### src/u8n1_pkg.sv
// shared types and constants for the 8n1 uart transceiver
package u8n1_pkg;

    localparam int CFG_IDX_W = 1;
    localparam logic [CFG_IDX_W-1:0] CFG_BIT_TICKS = 1'b0;
    localparam logic [CFG_IDX_W-1:0] CFG_START_OFFSET = 1'b1;

    localparam logic [7:0] BIT_TICKS_RESET = 8'd104;
    localparam logic [7:0] START_OFFSET_RESET = 8'd48;
    localparam logic [7:0] NEWLINE_CODE = 8'd10;
    localparam logic [3:0] FRAME_BITS = 4'd10;
    localparam logic [2:0] LAST_DATA_BIT = 3'd7;

    typedef enum logic [3:0] {
        RX_WAIT_IDLE   = 4'b0001,
        RX_WAIT_EDGE   = 4'b0010,
        RX_WAIT_OFFSET = 4'b0100,
        RX_SAMPLING    = 4'b1000
    } rx_phase_t;

    typedef struct packed {
        logic line;
        logic busy;
    } tx_status_t;

    typedef struct packed {
        logic       valid;
        logic [7:0] data;
        logic       eom;
    } rx_result_t;

endpackage

### src/uart_8n1_transceiver_top.sv
// top level of the timer-driven 8n1 uart transceiver
//
// Each input transfer is one tick of the bit timer: the sampled receive
// level, a send request and the byte to send. Each tick gives exactly one
// output transfer with the transmit line level, the busy flag and, on the
// tick that completes a received byte, rx_valid, the byte and an
// end-of-message flag for newline.
// A tick passes through an input register and then a result register before
// its output transfer is offered, and one tick per cycle is sustained as
// long as out_ready stays high.
// When the output side stalls, the result register holds its transfer, the
// input register holds the next tick, and in_ready drops until the result
// is taken; the uart timers advance only on ticks, never on idle cycles.
// The config channel writes bit_ticks (index 0) and start_offset_ticks
// (index 1) and is always ready; the user must write it only while no tick
// is in flight, not enforced by the block. A value of 0 counts as 256 ticks.
// Reset loads 104 and 48, clears both pipeline stages, idles the
// transmitter and sets the receiver to wait for an idle-high line.
module uart_8n1_transceiver_top (
    input  logic                           clk,
    input  logic                           rst_n,
    input  logic                           cfg_valid,
    output logic                           cfg_ready,
    input  logic [u8n1_pkg::CFG_IDX_W-1:0] cfg_index,
    input  logic [7:0]                     cfg_data,
    input  logic                           in_valid,
    output logic                           in_ready,
    input  logic                           rx_level,
    input  logic                           tx_valid,
    input  logic [7:0]                     tx_byte,
    output logic                           out_valid,
    input  logic                           out_ready,
    output logic                           tx_line,
    output logic                           tx_busy,
    output logic                           rx_valid,
    output logic [7:0]                     rx_byte,
    output logic                           rx_end_of_message
);

    logic [7:0] bit_ticks_reg;
    logic [7:0] start_offset_reg;

    logic       in_valid_reg;
    logic       rx_level_reg;
    logic       tx_req_reg;
    logic [7:0] tx_byte_reg;

    logic       out_valid_reg;
    logic       tx_line_reg;
    logic       tx_busy_reg;
    logic       rx_valid_reg;
    logic [7:0] rx_byte_reg;
    logic       rx_eom_reg;

    logic       step;
    logic       in_take;

    u8n1_pkg::tx_status_t tx_status;
    u8n1_pkg::rx_result_t rx_result;

    // pipeline advance control
    assign step      = in_valid_reg && (!out_valid_reg || out_ready);
    assign in_ready  = !in_valid_reg || step;
    assign in_take   = in_valid && in_ready;
    assign cfg_ready = 1'b1;

    // configuration registers
    always_ff @(posedge clk or negedge rst_n)
    begin
        if (!rst_n)
        begin
            bit_ticks_reg    <= u8n1_pkg::BIT_TICKS_RESET;
            start_offset_reg <= u8n1_pkg::START_OFFSET_RESET;
        end
        else if (cfg_valid && cfg_ready)
        begin
            case (cfg_index)
                u8n1_pkg::CFG_BIT_TICKS:    bit_ticks_reg    <= cfg_data;
                u8n1_pkg::CFG_START_OFFSET: start_offset_reg <= cfg_data;
                default:                    ;
            endcase
        end
    end

    // input register valid
    always_ff @(posedge clk or negedge rst_n)
    begin
        if (!rst_n)
            in_valid_reg <= 1'b0;
        else if (in_ready)
            in_valid_reg <= in_valid;
    end

    // input register payload
    always_ff @(posedge clk)
    begin
        if (in_take)
        begin
            rx_level_reg <= rx_level;
            tx_req_reg   <= tx_valid;
            tx_byte_reg  <= tx_byte;
        end
    end

    u8n1_tx u_tx (
        .clk       (clk),
        .rst_n     (rst_n),
        .step      (step),
        .req       (tx_req_reg),
        .data      (tx_byte_reg),
        .bit_ticks (bit_ticks_reg),
        .status    (tx_status)
    );

    u8n1_rx u_rx (
        .clk                (clk),
        .rst_n              (rst_n),
        .step               (step),
        .level              (rx_level_reg),
        .bit_ticks          (bit_ticks_reg),
        .start_offset_ticks (start_offset_reg),
        .result             (rx_result)
    );

    // result register valid
    always_ff @(posedge clk or negedge rst_n)
    begin
        if (!rst_n)
            out_valid_reg <= 1'b0;
        else if (step)
            out_valid_reg <= 1'b1;
        else if (out_ready)
            out_valid_reg <= 1'b0;
    end

    // result register payload
    always_ff @(posedge clk)
    begin
        if (step)
        begin
            tx_line_reg  <= tx_status.line;
            tx_busy_reg  <= tx_status.busy;
            rx_valid_reg <= rx_result.valid;
            rx_byte_reg  <= rx_result.data;
            rx_eom_reg   <= rx_result.eom;
        end
    end

    assign out_valid         = out_valid_reg;
    assign tx_line           = tx_line_reg;
    assign tx_busy           = tx_busy_reg;
    assign rx_valid          = rx_valid_reg;
    assign rx_byte           = rx_byte_reg;
    assign rx_end_of_message = rx_eom_reg;

    // a held tick is not lost while the result stage is stalled
    assert property (@(posedge clk) disable iff (!rst_n)
        in_valid_reg && !step |=> in_valid_reg)
        else $error("input register dropped a tick");

    // end of message only with a received newline
    assert property (@(posedge clk) disable iff (!rst_n)
        out_valid && rx_end_of_message |->
            rx_valid && (rx_byte == u8n1_pkg::NEWLINE_CODE))
        else $error("end of message without newline byte");

    // idle transmitter holds the line high
    assert property (@(posedge clk) disable iff (!rst_n)
        out_valid && !tx_busy |-> tx_line)
        else $error("transmit line low while idle");

    // a tick enters the timers only when the result register can take it
    assert property (@(posedge clk) disable iff (!rst_n)
        step |=> out_valid_reg)
        else $error("tick stepped without a result");

endmodule

### src/u8n1_tx.sv
// transmit frame shifter and bit timer
module u8n1_tx (
    input  logic                 clk,
    input  logic                 rst_n,
    input  logic                 step,
    input  logic                 req,
    input  logic [7:0]           data,
    input  logic [7:0]           bit_ticks,
    output u8n1_pkg::tx_status_t status
);

    logic [9:0] frame_reg;
    logic [9:0] frame_next;
    logic [3:0] bits_left_reg;
    logic [3:0] bits_left_next;
    logic [7:0] timer_reg;
    logic [7:0] timer_next;

    // next frame state for one tick
    always_comb
    begin
        frame_next     = frame_reg;
        bits_left_next = bits_left_reg;
        timer_next     = timer_reg;
        if (bits_left_reg == 4'd0)
        begin
            if (req)
            begin
                frame_next     = {1'b1, data, 1'b0};
                bits_left_next = u8n1_pkg::FRAME_BITS;
                timer_next     = 8'd0;
            end
        end
        else if (timer_reg == bit_ticks - 8'd1)
        begin
            frame_next     = {1'b0, frame_reg[9:1]};
            bits_left_next = bits_left_reg - 4'd1;
            timer_next     = 8'd0;
        end
        else
        begin
            timer_next = timer_reg + 8'd1;
        end
    end

    // line level after the tick
    assign status.busy = (bits_left_next != 4'd0);
    assign status.line = status.busy ? frame_next[0] : 1'b1;

    // state update once per tick
    always_ff @(posedge clk or negedge rst_n)
    begin
        if (!rst_n)
        begin
            frame_reg     <= '0;
            bits_left_reg <= '0;
            timer_reg     <= '0;
        end
        else if (step)
        begin
            frame_reg     <= frame_next;
            bits_left_reg <= bits_left_next;
            timer_reg     <= timer_next;
        end
    end

endmodule

### src/u8n1_rx.sv
// receive phase sequencer, sample timer and shift register
module u8n1_rx (
    input  logic                 clk,
    input  logic                 rst_n,
    input  logic                 step,
    input  logic                 level,
    input  logic [7:0]           bit_ticks,
    input  logic [7:0]           start_offset_ticks,
    output u8n1_pkg::rx_result_t result
);

    u8n1_pkg::rx_phase_t phase_reg;
    u8n1_pkg::rx_phase_t phase_next;
    logic [7:0] timer_reg;
    logic [7:0] timer_next;
    logic [7:0] shift_reg;
    logic [7:0] shift_next;
    logic [2:0] count_reg;
    logic [2:0] count_next;

    // next receiver state for one tick
    always_comb
    begin
        phase_next   = phase_reg;
        timer_next   = timer_reg;
        shift_next   = shift_reg;
        count_next   = count_reg;
        result.valid = 1'b0;
        result.data  = 8'd0;
        case (phase_reg)
            u8n1_pkg::RX_WAIT_IDLE:
            begin
                if (level)
                    phase_next = u8n1_pkg::RX_WAIT_EDGE;
            end
            u8n1_pkg::RX_WAIT_EDGE:
            begin
                if (!level)
                begin
                    phase_next = u8n1_pkg::RX_WAIT_OFFSET;
                    timer_next = 8'd0;
                end
            end
            u8n1_pkg::RX_WAIT_OFFSET:
            begin
                if (timer_reg == start_offset_ticks - 8'd1)
                begin
                    phase_next = u8n1_pkg::RX_SAMPLING;
                    timer_next = 8'd0;
                    shift_next = 8'd0;
                    count_next = 3'd0;
                end
                else
                begin
                    timer_next = timer_reg + 8'd1;
                end
            end
            u8n1_pkg::RX_SAMPLING:
            begin
                if (timer_reg == bit_ticks - 8'd1)
                begin
                    timer_next = 8'd0;
                    shift_next = {level, shift_reg[7:1]};
                    count_next = count_reg + 3'd1;
                    if (count_reg == u8n1_pkg::LAST_DATA_BIT)
                    begin
                        result.valid = 1'b1;
                        result.data  = shift_next;
                        count_next   = 3'd0;
                        phase_next   = u8n1_pkg::RX_WAIT_IDLE;
                    end
                end
                else
                begin
                    timer_next = timer_reg + 8'd1;
                end
            end
            default:
            begin
                phase_next = u8n1_pkg::RX_WAIT_IDLE;
            end
        endcase
        // end of message flag
        result.eom = result.valid && (result.data == u8n1_pkg::NEWLINE_CODE);
    end

    // state update once per tick
    always_ff @(posedge clk or negedge rst_n)
    begin
        if (!rst_n)
        begin
            phase_reg <= u8n1_pkg::RX_WAIT_IDLE;
            timer_reg <= '0;
            shift_reg <= '0;
            count_reg <= '0;
        end
        else if (step)
        begin
            phase_reg <= phase_next;
            timer_reg <= timer_next;
            shift_reg <= shift_next;
            count_reg <= count_next;
        end
    end

endmodule
### config.mk
export PLATFORM = sky130hd
export DESIGN_NAME = uart_8n1_transceiver_top
export DESIGN_NICKNAME = d
export VERILOG_FILES = /design/src/u8n1_pkg.sv /design/src/uart_8n1_transceiver_top.sv /design/src/u8n1_tx.sv /design/src/u8n1_rx.sv
export SDC_FILE = /design/constraint.sdc
export NUM_CORES = 1
export LEC_CHECK = 0
export BUFFER_PORTS_ARGS = -buffer_cell sky130_fd_sc_hd__buf_2
export CORE_ASPECT_RATIO = 2
export CORE_MARGIN = 3
export CORE_UTILIZATION = 48
export CTS_CLUSTER_DIAMETER = 50
export DETAILED_ROUTE_END_ITERATION = 8
export GPL_ROUTABILITY_DRIVEN = 0
export PLACE_DENSITY = 0.72
export SYNTH_ARGS = -nofsm -noshare
export SYNTH_HDL_FRONTEND = slang
export SYNTH_HIERARCHICAL = 1
export SYNTH_SLANG_ARGS = --single-unit
export TNS_END_PERCENT = 5
### constraint.sdc
create_clock -name clk -period 3.7 [get_ports clk]
set_input_delay 0.185 -clock clk [delete_from_list [all_inputs] [get_ports clk]]
set_output_delay 0.185 -clock clk [all_outputs]
set_load 0.02 [all_outputs]
## After elaboration in Yosys (flattened, before gate mapping)

Index checks and enable logic that the tools add are counted.

| storage, ports and cells | value |
|---|---|
| flip-flop bits (word level) | 85 |
| input bits | 24 |
| output and inout bits | 15 |
| logic and storage cells | 93 |

| cells by class | value |
|---|---|
| muxes and demuxes | 31 |
| eq/ne operators | 15 |
| bitwise gates (word level) | 1 |
| reduce and logical (&&, ||, !) cells | 20 |
| add/sub/neg operators | 6 |

Operators with widths:

| operator | number |
|---|---|
| 8-bit two-way mux | 8 |
| 4-bit two-way mux | 8 |
| 10-bit two-way mux | 3 |
| 9-bit two-way mux | 3 |
| 8-bit == test | 3 |
| 8-bit one-hot mux with 3 select lines | 1 |
| 8-bit by 1-bit adder with 8-bit output (second input constant) | 2 |
| 4-bit one-hot mux with 4 select lines | 1 |
| 8-bit one-hot mux with 2 select lines | 1 |
| 8-bit by 1-bit subtractor with 8-bit output (second input constant) | 2 |
| 3-bit two-way mux | 3 |
| 8-bit by 4-bit == test with 1-bit output (second input constant) | 1 |
| 2-bit by 1-bit inequality test with 1-bit output (second input constant) | 3 |
| 2-bit inequality test (second input constant) | 3 |
| 3-bit one-hot mux with 2 select lines | 1 |
| 2-bit AND reduction | 3 |
| 3-bit AND reduction | 2 |
| 6-bit AND reduction | 1 |
| 2-bit nonzero test | 3 |
| 4-bit by 1-bit == test with 1-bit output (second input constant) | 1 |
| 4-bit by 2-bit == test with 1-bit output (second input constant) | 1 |
| 4-bit by 3-bit == test with 1-bit output (second input constant) | 1 |
| 4-bit == test (second input constant) | 1 |
| 4-bit zero test | 1 |
| other kinds (11) | 16 |

## Depth between registers and ports, before layout

Gate-level depths: netlist (run 1).

| logic depth | value |
|---|---|
| depth after elaboration | 6 |
| depth in mapped cells | 10 |
| depth with buffers taken out | 9 |

## Hierarchy

Netlist (run 1), hierarchy kept.

By module, submodules not included:

| module | cells each | area each (um^2) | instances | sequential area each (um^2) |
|---|---|---|---|---|
| u8n1_rx | 187 | 1740.4 | 1 | 551.8 |
| u8n1_tx | 160 | 1440.1 | 1 | 550.5 |
| uart_8n1_transceiver_top | 67 | 1381.3 | 1 | 1117.3 |

## Least setup slack after synthesis (run 1)

No wires, ideal clock.

| path | value |
|---|---|
| path type | flip-flop to flip-flop |
| start point | register bit_ticks_reg[0] |
| end point | register u_rx.shift_reg[7] |
| setup time | 121 ps |
| arrival | 2626 ps |
| path buffers | 0 |
| clock period less this slack | 2747 ps |
| path slack | 953 ps |
| cell stages (with the launch flop) | 10 |
| data required time | 3579 ps |
| path through | dfrtp_1 -> inv_1 -> ha_1 -> or3b_1 -> nor4_2 -> o2111ai_1 -> a311o_1 -> a211oi_4 -> nand3_4 -> a22o_1 |

| on the way | value |
|---|---|
| cells in the longest elaborated chain, start to end | 4 |

Ends and longest elaborated chain:

| what | line | RTL |
|---|---|---|
| from (decl) | uart_8n1_transceiver_top.sv:40 | `logic [7:0] bit_ticks_reg;` |
| from (signal assigned) | uart_8n1_transceiver_top.sv:72 | `bit_ticks_reg <= u8n1_pkg::BIT_TICKS_RESET;` |
| from (signal assigned) | uart_8n1_transceiver_top.sv:78 | `u8n1_pkg::CFG_BIT_TICKS: bit_ticks_reg <= cfg_data;` |
| 8-bit by 1-bit subtractor with 8-bit output | u8n1_rx.sv:60 | `if (timer_reg == bit_ticks - 8'd1)` |
| 8-bit == test | u8n1_rx.sv:60 |  |
| 2-bit by 1-bit inequality test with 1-bit output (no line) | -- |  |
| 4-bit AND reduction (no line) | -- |  |
| to (signal assigned) | u8n1_rx.sv:101 | `shift_reg <= shift_next;` |
| to (decl) | u8n1_rx.sv:16 | `logic [7:0] shift_reg;` |

Every way passes these cells.
A chain may end at the register's enable or synchronous reset.

## Worst setup path after layout (run 1)

| path | value |
|---|---|
| start point | register bit_ticks_reg[0] |
| end point | register u_rx.shift_reg[5] |

Same word-level chain as after synthesis.

==> results.md, run 1 <==
* Detailed-routing wirelength on met1 at 3.70 mm
* Routed length on met3 at 348 µm
* Warning count from the yosys run at 6
* Chain of cells forming the critical path: inv_1, ha_1, or3b_1, nor4_2, o2111ai_1, a311o_1, a211oi_4, nand3_4, a22o_1
* Clock tree from TritonCTS: built
* Post-detail-place hpwl at 7.34 mm
* Pwr per Cell Area at 522 mW/mm²
* Total CTS buffers at 9
* Pin count of the biggest net entering global routing at 36
* Number of gates on the worst path with buffers counted at 9
* Number of buffers inserted by hold repair at cts at 1
* Layout cell share with drive strength beyond 1 at 0.218
* Logic pwr share at 0.229
* Overall power after layout at 2660 µW
* Hold violation total from the final report at 0
* Launch point of the worst path: bit_ticks_reg[0]$_DFFE_PN0P_
* Library cell with the largest summed area after synthesis: sky130_fd_sc_hd__dfrtp_1
* CTS HTree Levels at 3
* Vertical die dimension at 144 µm
* Maximum root-to-sink buffer count at 2
* WL final at 10.0 mm
* Worst skew pair latency at 0.34 ns
* Slack of the worst reg-to-reg path at 0.63 ns
* Dominant delay contributor by cell family on the critical path: compound AO/OA/AOI/OAI gates
* Sw Share at 0.325
* Peak supply drop at 0.312 mV
* Fraction of the yosys area taken by sequential cells at 0.487
* CP startpoint kind: flip-flop
* Type of element capturing the critical path: flip-flop
* Wire length of the first global-routing pass at 16.9 mm
* Die ar. at 0.0108 mm²
* Std cell rows at 49
* Sum of buffers and inverters on the critical path at 1
* Part of the power in the clock network at 0.301
* Topmost layer with routed signal wires: met4
* Number of enable-type register cells in the synthesized netlist at 22
* Number of primary I/O pins at 39
* Min Clock Period, post-route at 3.07 ns
* Count of maximum capacitance violations at 0
* Die width at 74.9 µm
* Synth Instances at 414
* Largest clock skew in the final design at 0.00555 ns
* Max-slew violation count at 0
* Hold Path Class: in2reg
* Initial core utilization at 0.499
* Final routed DRC violation total at 0
* Worst endpoint data arrival time at 3.29 ns
* Global router's overall resource usage at 0.206
* Detailed router's first-iteration violation count at 208
* Fin nets at 485
* Clock sink count at 84
* Kind of critical path: reg2reg
* Largest register FFs at 10
* Launching point of the worst reg2reg path: bit_ticks_reg[0]$_DFFE_PN0P_
* Number of vias per cell after detailed routing at 6.06
* Unrepaired setup endpoints after global routing: no
* Remaining Overflow, GRT at 0
* Sequential fraction of design power at 0.470
* Antenna diode instance count at 0
* Area of the placeable core at 0.00914 mm²
* Area overhead of the layout relative to synthesis at 11.9%
* Reg2reg end: u_rx/shift_reg[5]$_DFFE_PN0P_
* Area of all placed cells without fillers at 0.00510 mm²
* Leading register cell type out of synthesis: sky130_fd_sc_hd__dfrtp_1
* Capture point of the critical path: u_rx/shift_reg[5]$_DFFE_PN0P_
* Sum of negative setup slack at 0 ns
* Internal power of the cells at 1800 µW
* Number of buffer cells added on primary ports at 37
* Combined area of all synthesized cells at 0.00456 mm²
* Worst relative slew slack at 0.265
* Clock transition at path regs at 0.06 ns
* Net count of the mapped netlist at 446
* Largest stage delay, worst path at 0.52 ns
* Final setup vio count at 0
* Ratio of final minimum period to clock period at 0.830
* Post-synthesis async set-or-reset flop share at 0.738
* Post-CTS repair timing setup buffer count at 0
* Number of nets with antenna violations after routing at 0
* Wire length on met2 at 5.64 mm
* Power dissipated by switching net loads at 865 µW
* Achievable clock frequency at 0.326 GHz
* Antenna violations before repair at 0
* Placed instance area at 0.00483 mm²
* First-pass iteration count of the detailed router at 5
* Crit path required time at 3.92 ns
* Distinct cell type count after synthesis at 81
* Wirelength per Cell at 17.9 µm
* Maximum fanout count along the critical path at 10
* Post-synth top area share at 0.307
* Count of vias placed by the detailed router at 3394
* Clk root buf: sky130_fd_sc_hd__clkbuf_16
* Fin util at 0.559
* Worst-margin pin slew at 1.09 ns
* Outcome: finished, final reports clean
* Area contributors post-synth: sky130_fd_sc_hd__dfrtp_1, sky130_fd_sc_hd__edfxtp_1, sky130_fd_sc_hd__mux2_2
* Resized cells post-CTS at 0
* Number of global-route vias before repair at 3473
* Leakage dissipation at 0.00215 µW
* Number of register bits inferred by synthesis at 84
* Slowest CP cell: sky130_fd_sc_hd__a211oi_4
* Synthesized area divided by synthesized cell count at 11.0 µm²
* Worst reg-to-reg path cell count at 9
## logic make-up (layout without fill, tap and decap cells)
group / count (synthesis) / in the layout / synth area share
other cells: 1 / 1 / 0.000822
mux: 21 / 21 / 0.0516
fa+ha+maj: 8 / 8 / 0.0219
compound gates: 91 / 91 / 0.156
simple gates: 156 / 156 / 0.205
xor+xnor: 28 / 28 / 0.0538
buf+inv: 25 / 69 / 0.0244
flops: 84 / 84 / 0.487
## cell usage after synthesis, drive strengths merged (4+ instances only)
| cell type | count |
|---|---|
| nand3 | 9 |
| xor2 | 11 |
| nor2 | 24 |
| dfrtp | 56 |
| nor2b | 9 |
| a21oi | 5 |
| buf | 7 |
| ha | 8 |
| a22o | 16 |
| nand2 | 33 |
| a22oi | 9 |
| inv | 12 |
| o21ai | 20 |
| o31ai | 4 |
| nand3b | 4 |
| edfxtp | 22 |
| clkbuf | 6 |
| nor4 | 6 |
| nand2b | 10 |
| xnor2 | 17 |
| and3 | 8 |
| nor3 | 12 |
| and2 | 15 |
| dfstp | 6 |
| mux2 | 20 |
| a21o | 4 |
## power by group through the flow
stage	clock, µW	combinational [µW]	sequential (µW)
3_5_place_dp	0	612	1270
3_3_place_gp	0	590	1260
5_1_grt	862	682	1280
2_1_floorplan	0	510	1190
4_1_cts	823	617	1250
6_report	801	611	1250
## per-stage QoR
| stage | std cells | setup WS [ns] | hold slack, ns |
|---|---|---|---|
| after floorplan | 414 | 0.953 | -0.111 |
| after detailed placement | 543 | 0.610 | 0.326 |
| after global routing | 560 | 0.274 | 0.00686 |
| final | 560 | 0.628 | 0.0170 |
| after CTS | 560 | 0.616 | 0.00164 |
| after global placement | 543 | 0.736 | 0.304 |
## layout make-up
cell class | count | area, µm²
Multi-Input combinational cell | 305 | 2230
Timing Repair Buffer | 41 | 218
Fill cell | 808 | 4030
Tap cell | 102 | 128
Clock buffer | 11 | 233
Inverter | 12 | 45.0
Sequential cell | 84 | 2220
Clock inverter | 5 | 30.0
## worst reg2reg max path: stages, from the launching register on
cell and delay (ns):
sky130_fd_sc_hd__dfrtp_1 0.50, sky130_fd_sc_hd__inv_1 0.10, sky130_fd_sc_hd__ha_1 0.20, sky130_fd_sc_hd__or3b_1 0.41
sky130_fd_sc_hd__nor4_2 0.15, sky130_fd_sc_hd__o2111ai_1 0.12, sky130_fd_sc_hd__a311o_1 0.44, sky130_fd_sc_hd__a211oi_4 0.52
sky130_fd_sc_hd__nand3_4 0.21, sky130_fd_sc_hd__a22o_1 0.29
## routing by layer
metal | vias to the layer above | global-route usage
li1 | 1608 | -
met1 | 1691 | 0.221
met2 | 75 | 0.374
met3 | 20 | 0.0385
met4 | 0 | 0.0976
met5 | - | 0
## cells in the final DEF (no fill, tap or decap), drive strengths merged, types with 3 or more instances in the layout
cell | netlist | final
a211oi | 3 | 3
a21o | 4 | 4
a21oi | 5 | 5
a22o | 16 | 16
a22oi | 9 | 9
a31oi | 3 | 3
and2 | 15 | 15
and3 | 8 | 8
buf | 7 | 40
clkbuf | 6 | 11
clkinv | 0 | 3
dfrtp | 56 | 56
dfstp | 6 | 6
edfxtp | 22 | 22
ha | 8 | 8
inv | 12 | 12
mux2 | 20 | 20
nand2 | 33 | 33
nand2b | 10 | 10
nand3 | 9 | 9
nand3b | 4 | 4
nand4 | 3 | 3
nor2 | 24 | 24
nor2b | 9 | 9
nor3 | 12 | 12
nor3b | 3 | 3
nor4 | 6 | 6
nor4b | 3 | 3
o211ai | 3 | 3
o21ai | 20 | 20
o31ai | 4 | 4
or3b | 3 | 3
or4b | 3 | 3
xnor2 | 17 | 17
xor2 | 11 | 11
## worst min path at each step
stage / startpoint / end / slack, ns / cells past startpoint
2_1_floorplan: rst_n / bit_ticks_reg[0]$_DFFE_PN0P_ / -0.11 / 0
3_3_place_gp: rst_n / start_offset_reg[3]$_DFFE_PN0P_ / 0.30 / 1
3_5_place_dp: rst_n / start_offset_reg[3]$_DFFE_PN0P_ / 0.33 / 1
4_1_cts: rx_level / rx_level_reg$_DFFE_PP_ / 0.002 / 1
5_1_grt: tx_byte[3] / tx_byte_reg[3]$_DFFE_PP_ / 0.007 / 1
6_report: rx_level / rx_level_reg$_DFFE_PP_ / 0.02 / 1
(Power assumes the default switching activity.)
==> run 2, diff against run 1 <==
--- a/config.mk
+++ b/config.mk
@@ -12,7 +12,7 @@
 export CTS_CLUSTER_DIAMETER = 50
 export DETAILED_ROUTE_END_ITERATION = 8
 export GPL_ROUTABILITY_DRIVEN = 0
-export PLACE_DENSITY = 0.72
+export PLACE_DENSITY = 0.75
 export SYNTH_ARGS = -nofsm -noshare
 export SYNTH_HDL_FRONTEND = slang
 export SYNTH_HIERARCHICAL = 1
==> constraint.sdc (replaced) <==
create_clock -name clk -period 2.5 [get_ports clk]
set_input_delay 0.125 -clock clk [delete_from_list [all_inputs] [get_ports clk]]
set_output_delay 0.125 -clock clk [all_outputs]
set_load 0.02 [all_outputs]
==> results.md, run 2 (same netlist as run 1, synthesis figures left out) <==
* CTS HTree Levels at 3
* Number of primary I/O pins at 39
* Leakage dissipation at 0.00248 µW
* Pre-CTS WS at -0.245 ns
* Worst-margin pin slew at 0.671 ns
* Fin nets at 536
* Std cell rows at 49
* Hold violation total from the final report at 0
* Maximum fanout count along the critical path at 8
* Sum of buffers and inverters on the critical path at 3
* Setup WS post-layout at -0.286 ns
* WL final at 10.6 mm
* Worst Hold Margin at 0.0152 ns
* Count of maximum capacitance violations at 0
* Remaining Overflow, GRT at 0
* Largest clock skew in the final design at 0.00698 ns
* Slowest CP cell: sky130_fd_sc_hd__dfrtp_2
* Post-layout instance count excluding filler cells at 611
* Fill count at 703
* Worst relative slew slack at 0.553
* Number of buffer cells added on primary ports at 37
* Slack of the worst reg-to-reg path at -0.29 ns
* Flip-flop and latch area at 0.00222 mm²
* Total CTS buffers at 9
* Achievable clock frequency at 0.359 GHz
* Final setup vio count at 43
* Antenna violations before repair at 0
* Maximum root-to-sink buffer count at 2
* Most frequent standard cell in the layout excluding fill and tap cells: sky130_fd_sc_hd__dfrtp_1
* Commonest non-fill, non-tap cells in the layout: sky130_fd_sc_hd__dfrtp_1, sky130_fd_sc_hd__buf_4, sky130_fd_sc_hd__buf_2
* Worst skew pair latency at 0.35 ns
* Largest register FFs at 10
* Peak supply drop at 0.486 mV
* Area of all placed cells without fillers at 0.00576 mm²
* Clock tree from TritonCTS: built
* Wire length of the first global-routing pass at 17.6 mm
* Hold Path Class: in2reg
* Dominant delay contributor by cell family on the critical path: compound AO/OA/AOI/OAI gates
* Type of element capturing the critical path: flip-flop
* Pwr per Cell Area at 758 mW/mm²
* Crit path required time at 2.59 ns
* Number of vias per cell after detailed routing at 5.91
* CP startpoint kind: flip-flop
* Count of vias placed by the detailed router at 3613
* Pin count of the biggest net entering global routing at 35
* Clock sink count at 84
* Violated checks: setup timing
* Ratio of final minimum period to clock period at 1.11
* Kind of critical path: reg2reg
* Final routed DRC violation total at 0
* Area of the placeable core at 0.00914 mm²
* First-pass iteration count of the detailed router at 4
* Wirelength per Cell at 17.3 µm
* Antenna diode instance count at 0
* Unrepaired setup endpoints after global routing: yes
* Min Clock Period, post-route at 2.79 ns
* Overall power after layout at 4360 µW
* Layout cell share with drive strength beyond 1 at 0.328
* Die ar. at 0.0108 mm²
* Number of nets with antenna violations after routing at 0
* Area overhead of the layout relative to synthesis at 26.2%
* Worst endpoint data arrival time at 2.88 ns
* Area of the multi-input gates at 0.00240 mm²
* Max-slew violation count at 0
* Clk root buf: sky130_fd_sc_hd__clkbuf_16
* Number of global-route vias before repair at 3797
* Global router's overall resource usage at 0.214
* Largest stage delay, worst path at 0.46 ns
* Detailed router's first-iteration violation count at 158
* Clock transition at path regs at 0.06 ns
* Vertical die dimension at 144 µm
* Initial core utilization at 0.499
* Die width at 74.9 µm
* Chain of cells forming the critical path: inv_1, ha_1, or3b_4, buf_4, o31a_1, o2111ai_2, a211oi_4, buf_6, a311oi_4, a31oi_4, or2_1
* Outcome: finished with violations
* Cells after DPL at 583
* Placed instance area at 0.00519 mm²
* Post-detail-place hpwl at 7.61 mm
## run 2: cell count changes in the layout (fill, tap and decap cells not counted), sizes merged
cell | before | now
buf | 40 | 81
clkinvlp | 2 | 1
inv | 12 | 13
dlygate4sd3 | 1 | 11
clkbuf | 11 | 10
bufinv | 0 | 1
## run 2: per-stage QoR
stage                      util  setup TNS [ns]
after CTS                 0.620           -3.62
final                     0.630           -4.57
after floorplan               -           -1.26
after global routing      0.630           -9.91
after global placement    0.568           -2.88
after detailed placement  0.568           -6.35
## run 2: cell type report
cell class	count	area share
inverters	12	0.00782
multi-input cells	305	0.416
clock buffers	10	0.0398
repair buffers	92	0.116
well taps	102	0.0222
flip-flops and latches	84	0.386
clock inverters	6	0.0113
## run 2: report_power, final
part           internal, µW  leakage, µW  total [µW]  switching [µW]
Clock                   776     0.000143        1330             552
Sequential             1580     0.000996        1760             184
Combinational           606      0.00134        1270             668
## run 2: metal layers
layer | GRT usage | share of wire
met1 | 0.218 | 0.37
met5 | 0 | 0
met4 | 0.114 | 0.031
met3 | 0.0413 | 0.031
met2 | 0.392 | 0.56
## run 2: what timing repair did
| action | CTS | global route |
|---|---|---|
| resized for setup | 14 | 17 |
| pin swaps | 6 | 9 |
| buffers inserted | 1 | 0 |
| setup endpoints to repair | 45 | 52 |
| hold buffers | 11 | 0 |
| endpoints found under the hold margin | 32 | 0 |
## run 2: path summary, 6_finish.rpt
check | start | endpoint | depth (start not counted)
setup / recovery | bit_ticks_reg[0]$_DFFE_PN0P_ | tx_busy$_DFFE_PP_ | 11
hold / removal | in_valid | in_valid_reg$_DFFE_PN0P_ | 2
setup reg to reg | bit_ticks_reg[0]$_DFFE_PN0P_ | tx_busy$_DFFE_PP_ | 11
hold reg to reg | tx_byte_reg[3]$_DFFE_PP_ | u_tx/frame_reg[4]$_DFFE_PN0P_ | 2
max in group asynchronous | rst_n | bit_ticks_reg[0]$_DFFE_PN0P_ | 3
min in group asynchronous | rst_n | u_rx/shift_reg[6]$_DFFE_PN0P_ | 2
